--- config.mk ---
export PLATFORM = sky130hd
export DESIGN_NAME = glbc_walker
export DESIGN_NICKNAME = d
export VERILOG_FILES = /design/src/hw/rtl/grid_line_blocked_counter_defines.svh /design/src/hw/rtl/glbc_pkg.sv /design/src/hw/rtl/glbc_walker.sv
export SDC_FILE = /design/constraint.sdc
export NUM_CORES = 1
export LEC_CHECK = 0
export ABC_AREA = 1
export BUFFER_PORTS_ARGS = -buffer_cell sky130_fd_sc_hd__clkbuf_2
export CORE_ASPECT_RATIO = 0.6
export CORE_MARGIN = 2
export CORE_UTILIZATION = 30
export DETAILED_ROUTE_END_ITERATION = 8
export PLACE_DENSITY = 0.46
export SLEW_MARGIN = 20
export SYNTH_ARGS = -nofsm -noshare
export SYNTH_HDL_FRONTEND = slang
export SYNTH_SLANG_ARGS = --single-unit
--- constraint.sdc ---
create_clock -name clk_i -period 10.4 [get_ports clk_i]
set_input_delay 2.08 -clock clk_i [delete_from_list [all_inputs] [get_ports clk_i]]
set_output_delay 2.08 -clock clk_i [all_outputs]
set_load 0.03 [all_outputs]
--- src/hw/rtl/grid_line_blocked_counter_defines.svh ---
// Assertion macros shared by the grid line blocked counter RTL.
`ifndef GRID_LINE_BLOCKED_COUNTER_DEFINES_SVH
`define GRID_LINE_BLOCKED_COUNTER_DEFINES_SVH

`ifndef SYNTHESIS

// A property checked at every clock edge outside reset.
`define GLBC_ASSERT(lbl, prop, msg) \
  lbl: assert property (@(posedge clk_i) disable iff (!rst_ni) prop) else $error(msg);

// A condition that must hold in the cycle after a trigger.
`define GLBC_ASSERT_NEXT(lbl, ante, cons, msg) \
  lbl: assert property (@(posedge clk_i) disable iff (!rst_ni) (ante) |=> (cons)) \
    else $error(msg);

`else

`define GLBC_ASSERT(lbl, prop, msg)
`define GLBC_ASSERT_NEXT(lbl, ante, cons, msg)

`endif

`endif

--- src/hw/rtl/glbc_pkg.sv ---
// Shared constants, types and helper functions of the grid line blocked counter.
`timescale 1ns / 1ps

package glbc_pkg;

  localparam int GRID_ROWS = 64;
  localparam int GRID_COLS = 64;
  localparam int COORD_W   = 6;
  localparam int COUNT_W   = 6;
  localparam int MAP_DEPTH = GRID_ROWS * GRID_COLS;
  localparam int MAP_AW    = $clog2(MAP_DEPTH);

  typedef enum logic {
    OP_WRITE = 1'b0,
    OP_QUERY = 1'b1
  } op_e;

  // Endpoints of one line query.
  typedef struct packed {
    logic [COORD_W-1:0] row1;
    logic [COORD_W-1:0] col1;
    logic [COORD_W-1:0] row2;
    logic [COORD_W-1:0] col2;
  } query_t;

  // Map read request from the walker to the map memory.
  typedef struct packed {
    logic              busy;
    logic              issue;
    logic              in_grid;
    logic [MAP_AW-1:0] addr;
  } probe_t;

  function automatic logic cell_in_grid(input logic [COORD_W-1:0] row,
                                        input logic [COORD_W-1:0] col);
    return (32'(row) < GRID_ROWS) && (32'(col) < GRID_COLS);
  endfunction

  function automatic logic [MAP_AW-1:0] cell_addr(input logic [COORD_W-1:0] row,
                                                  input logic [COORD_W-1:0] col);
    return MAP_AW'(32'(row) * GRID_COLS + 32'(col));
  endfunction

endpackage

--- src/hw/rtl/glbc_walker.sv ---
// Line walker: steps along the major axis and produces one map read per cycle.
`timescale 1ns / 1ps

module glbc_walker (
  input  logic              clk_i,
  input  logic              rst_ni,
  input  logic              start_i,
  input  glbc_pkg::query_t  query_i,
  output glbc_pkg::probe_t  probe_o
);
  import glbc_pkg::*;

  // Setup values derived from the query endpoints.
  logic signed [COORD_W:0] dr_s, dc_s;
  logic [COORD_W-1:0]      adr_s, adc_s;
  logic                    row_walk_s, up_s, neg_s;
  logic [COORD_W-1:0]      d_s, a_s, base_k_s, base_o_s;

  // Walk state.
  logic                    busy_q;
  logic                    row_walk_q, up_q, neg_q;
  logic [COORD_W-1:0]      d_q, a_q, base_o_q;
  logic [COORD_W-1:0]      m_q, k_q, q_q, r_q;
  logic                    issue_q, in_grid_q;
  logic [MAP_AW-1:0]       addr_q;

  // Next step.
  logic [COORD_W-1:0]      m_d, k_d, q_d, r_d, o_d, row_d, col_d;
  logic [COORD_W:0]        r_sum;
  logic                    wrap, issue_d;

  always_comb begin
    dr_s  = $signed({1'b0, query_i.row1}) - $signed({1'b0, query_i.row2});
    dc_s  = $signed({1'b0, query_i.col1}) - $signed({1'b0, query_i.col2});
    adr_s = dr_s[COORD_W] ? COORD_W'(-dr_s) : dr_s[COORD_W-1:0];
    adc_s = dc_s[COORD_W] ? COORD_W'(-dc_s) : dc_s[COORD_W-1:0];
    row_walk_s = adr_s > adc_s;
    if (row_walk_s) begin
      d_s  = adr_s;
      a_s  = adc_s;
      up_s = 1'b1;
      if (!dr_s[COORD_W]) begin
        base_k_s = query_i.row2;
        base_o_s = query_i.col2;
        neg_s    = dc_s[COORD_W];
      end else begin
        base_k_s = query_i.row1;
        base_o_s = query_i.col1;
        neg_s    = (dc_s != '0) && !dc_s[COORD_W];
      end
    end else begin
      // Column walks always start from the second endpoint.
      d_s      = adc_s;
      a_s      = adr_s;
      base_k_s = query_i.col2;
      base_o_s = query_i.row2;
      up_s     = (dc_s != '0) && !dc_s[COORD_W];
      neg_s    = dr_s[COORD_W];
    end
  end

  // The quotient of |d_o| * m / |D| is tracked with one compare and subtract,
  // since |d_o| never exceeds |D|.
  always_comb begin
    m_d     = m_q + 1'b1;
    k_d     = up_q ? k_q + 1'b1 : k_q - 1'b1;
    r_sum   = {1'b0, r_q} + {1'b0, a_q};
    wrap    = r_sum >= {1'b0, d_q};
    r_d     = wrap ? COORD_W'(r_sum - {1'b0, d_q}) : r_sum[COORD_W-1:0];
    q_d     = q_q + COORD_W'(wrap);
    o_d     = neg_q ? base_o_q - q_d : base_o_q + q_d;
    issue_d = busy_q && (m_d < d_q);
    row_d   = row_walk_q ? k_d : o_d;
    col_d   = row_walk_q ? o_d : k_d;
  end

  always_ff @(posedge clk_i or negedge rst_ni) begin
    if (!rst_ni) begin
      busy_q  <= 1'b0;
      issue_q <= 1'b0;
    end else begin
      issue_q <= issue_d;
      if (start_i) begin
        busy_q <= 1'b1;
      end else if (busy_q && !issue_d) begin
        busy_q <= 1'b0;
      end
    end
  end

  always_ff @(posedge clk_i) begin
    in_grid_q <= cell_in_grid(row_d, col_d);
    addr_q    <= cell_addr(row_d, col_d);
    if (start_i) begin
      row_walk_q <= row_walk_s;
      up_q       <= up_s;
      neg_q      <= neg_s;
      d_q        <= d_s;
      a_q        <= a_s;
      base_o_q   <= base_o_s;
      k_q        <= base_k_s;
      m_q        <= '0;
      q_q        <= '0;
      r_q        <= '0;
    end else if (issue_d) begin
      m_q <= m_d;
      k_q <= k_d;
      q_q <= q_d;
      r_q <= r_d;
    end
  end

  assign probe_o = '{busy: busy_q | issue_q, issue: issue_q, in_grid: in_grid_q, addr: addr_q};

endmodule

==> metrics.yaml <==
global_route:
  grt_pass1_vias: 3911
  grt_start_max_net_pins: 33
  grt.total_usage_pct: 15.78
  antenna_found_initial: 0
  gr-total-overflow: 0
  grt_pass1_wl_um: 20360
logic_synthesis:
  avgSynthCellArea_um2: 7.450
  synth_area_mm2: 0.004693
  synth.area.top_cells: "edfxtp_1, ha_1, dfxtp_1"
  synth_commonest_cells: "nand2_1, inv_1, nand3_1, ha_1, o21ai_0"
  yosys_warnings: 0
  synth_enable_flop_cells: 27
  synth_largest_area_cell: "edfxtp_1"
  syn_inst: 630
  ys_ff_latch: 59
  synthArstFlopShare_pct: 3.390
  synthDistinctLibCells: 42
  synth_most_common_cell: "nand2_1"
  synth-seq-area-share_pct: 31.14
  synth_top_area_share_pct: 17.28
  ys.flop_type: "dfxtp_1"
  synth_nets: 713
die:
  dieHeight_um: 100.9
  rows: 35
  fp.dieW_um: 165.5
  ios: 42
  start_util_pct: 30.62
  die-area_mm2: 0.01669
  core_area_mm2: 0.01533
sta:
  post-route-period-util_pct: 58.57
  min_period_ns: 6.091
  timing.final.ws_setup_ns: 4.309
  finClkSkew_ns: 0.009287
  slew_viol_final: 0
  fmax_ghz: 0.1642
  setup_viol: 0
  hold_ws_ns: 0.4822
  hold_viol: 0
  rsz0062_at_grt: "false"
  slew_headroom_pct: 36.37
  fin_setup_tns_ns: 0
  worst_pin_slew_ns: 0.9522
place:
  placement.io_buffers: 40
  dp_worst_setup_slack_ns: 4.077
  hpwlAfterDp_um: 9887
  routabilityCongestion: 0.8688
  dpl_cell_area_mm2: 0.005059
  dp.cells: 857
status:
  status: "finished, final reports clean"
critical_path:
  reg2reg_to: "addr_q[5]$_DFF_P_"
  cp-endpoint: "k_q[3]$_DFFE_PP_"
  end_kind: "register"
  crit_path_start: "query_i[18]"
  r2r_cells: 29
  worstPathRequired_ns: 10.46
  critPathArrivalTime_ns: 6.15
  critPathMaxFanout: 32
  r2r_start: "r_q[0]$_SDFFE_PP0P_"
  worstSetupPathType: "input port to register"
  ff2ff_setup_slack_ns: 5.54
  crit_path_start_kind: "input port"
pwr:
  power.leakage_nw: 2.714
  ir_drop_mv: 0.1669
  p_per_area_mw_per_mm2: 383.0
routing:
  viasPerCell: 4.805
  drc_errors: 0
  postRouteAntennaNets: 0
  drt_iter0_markers: 323
  dr.pass1.iters: 5
  wl_per_cell_um: 14.03
  routed_wl_um: 12250
  num_vias: 4195
clock_tree:
  cts_tree: "done"
  clockBufferDepth: 2
  clk_pin_slew_ns: 0.06
  cts_hold_buf: 0
  clock_latency_ns: 0.33
  cts_made_buffers: 9
  cts_resized: 0
  root_buffer: "clkbuf_16"
  post_cts_buffers: 0
  clkSinkCount: 59
  h-tree-depth: 3
hold_path:
  hold-path-cell-count: 2
  hp-class: "register to register"
flow_run:
  maxCapViolations: 0
cells_and_area:
  finalInstanceArea_mm2: 0.005354
  antennaDiodeCount: 0
  area_growth_pct: 14.08
  stdcell_count: 873
  drive_above_1_share_pct: 11.64
  nets: 748
## area by class of cell
type / count / area (um^2)
Fill cell: 1614 / 9973
Multi-Input combinational cell: 460 / 2786
Sequential cell: 59 / 1461
Inverter: 95 / 356.6
Clock buffer: 11 / 264.0
Tap cell: 203 / 254.0
Timing Repair Buffer: 40 / 200.2
Clock inverter: 5 / 31.28
## kinds of logic (layout without fill, tap and decap cells)
family / after synthesis / count (layout) / synth area share, %
xor gates and xnor gates: 26 / 26 / 4.852
other: 1 / 1 / 0.07990
adders and majority gates: 56 / 56 / 15.89
DFF: 59 / 59 / 31.14
buffers and inverters: 111 / 151 / 9.491
and+or+nand+nor: 283 / 283 / 27.57
AOI/OAI and AO/OA: 94 / 94 / 10.98
## report_power, final
group	switching (W)	total (W)	internal (W)
clock	0.000110	0.000292	0.000182
combinational	0.000857	0.00134	0.000479
sequential	0.0000526	0.000422	0.000370
total	0.00102	0.00205	0.00103
## per-layer routing
layer,up-vias,track usage (%),wire [um]
li1,2159,-,-
met1,1928,25.23,6978
met2,100,21.39,4674
met3,8,2.674,497
met4,0,3.846,97
met5,-,0,0
## sequential cells by signal, indices dropped and copies added, names as in the netlist, 6 cells and up
signal,count
a_q,6
addr_q,12
base_o_q,6
d_q,6
k_q,6
m_q,6
q_q,6
r_q,6
## worst max-delay path, stage by stage
cell and delay [ns]:
clkbuf_2 0.08, inv_1 0.06, ha_1 0.16, inv_1 0.09, fa_1 0.43, nand4_1 0.17
nand3_4 0.24, inv_2 0.28, nand2_2 0.08, nand3_2 0.06, nand2_2 0.07, ha_1 0.30
nand2_1 0.07, nor2_1 0.12, o21ai_0 0.09, nand3_1 0.07, nand2_1 0.54, inv_1 0.75
nand3_1 0.14, nand2_1 0.16, o21ai_0 0.09
## worst min-delay path by stage
stage                     slack [ns]                 from                   to
after floorplan                 0.45  r_q[0]$_SDFFE_PP0P_  r_q[0]$_SDFFE_PP0P_
after global placement          0.47  r_q[2]$_SDFFE_PP0P_  r_q[2]$_SDFFE_PP0P_
after detailed placement        0.48  r_q[2]$_SDFFE_PP0P_  r_q[2]$_SDFFE_PP0P_
after CTS                       0.49  r_q[2]$_SDFFE_PP0P_  r_q[2]$_SDFFE_PP0P_
after global routing            0.51  r_q[0]$_SDFFE_PP0P_  r_q[0]$_SDFFE_PP0P_
final                           0.48  r_q[3]$_SDFFE_PP0P_  r_q[3]$_SDFFE_PP0P_
## cell usage in the layout, fill, tap and decap left out, types with 3 or more instances in the layout
| cell | synthesis | layout |
|---|---|---|
| clkbuf_2 | 0 | 40 |
| nand3_1 | 71 | 71 |
| o22ai_1 | 3 | 3 |
| clkbuf_16 | 0 | 10 |
| or2_2 | 3 | 3 |
| o21ai_1 | 6 | 6 |
| nand2_2 | 5 | 5 |
| a21oi_1 | 31 | 31 |
| o21ai_0 | 38 | 38 |
| fa_1 | 6 | 6 |
| a22oi_1 | 3 | 3 |
| ha_1 | 50 | 50 |
| dfxtp_1 | 30 | 30 |
| nor2_1 | 22 | 22 |
| nand3_2 | 5 | 5 |
| xnor2_1 | 5 | 5 |
| nand3b_1 | 6 | 6 |
| nand2_1 | 150 | 150 |
| a21o_1 | 3 | 3 |
| nand4_1 | 13 | 13 |
| xor2_1 | 21 | 21 |
| inv_1 | 92 | 92 |
| edfxtp_1 | 27 | 27 |
## through the flow
| stage | power [W] | util (%) |
|---|---|---|
| after floorplan | 0.001451 | - |
| final | 0.002050 | 34.93 |
| after global placement | 0.001737 | 33.00 |
| after detailed placement | 0.001759 | 33.00 |
| after global routing | 0.002286 | 34.93 |
| after CTS | 0.002064 | 34.93 |
Power figures use the tool's default switching activity.
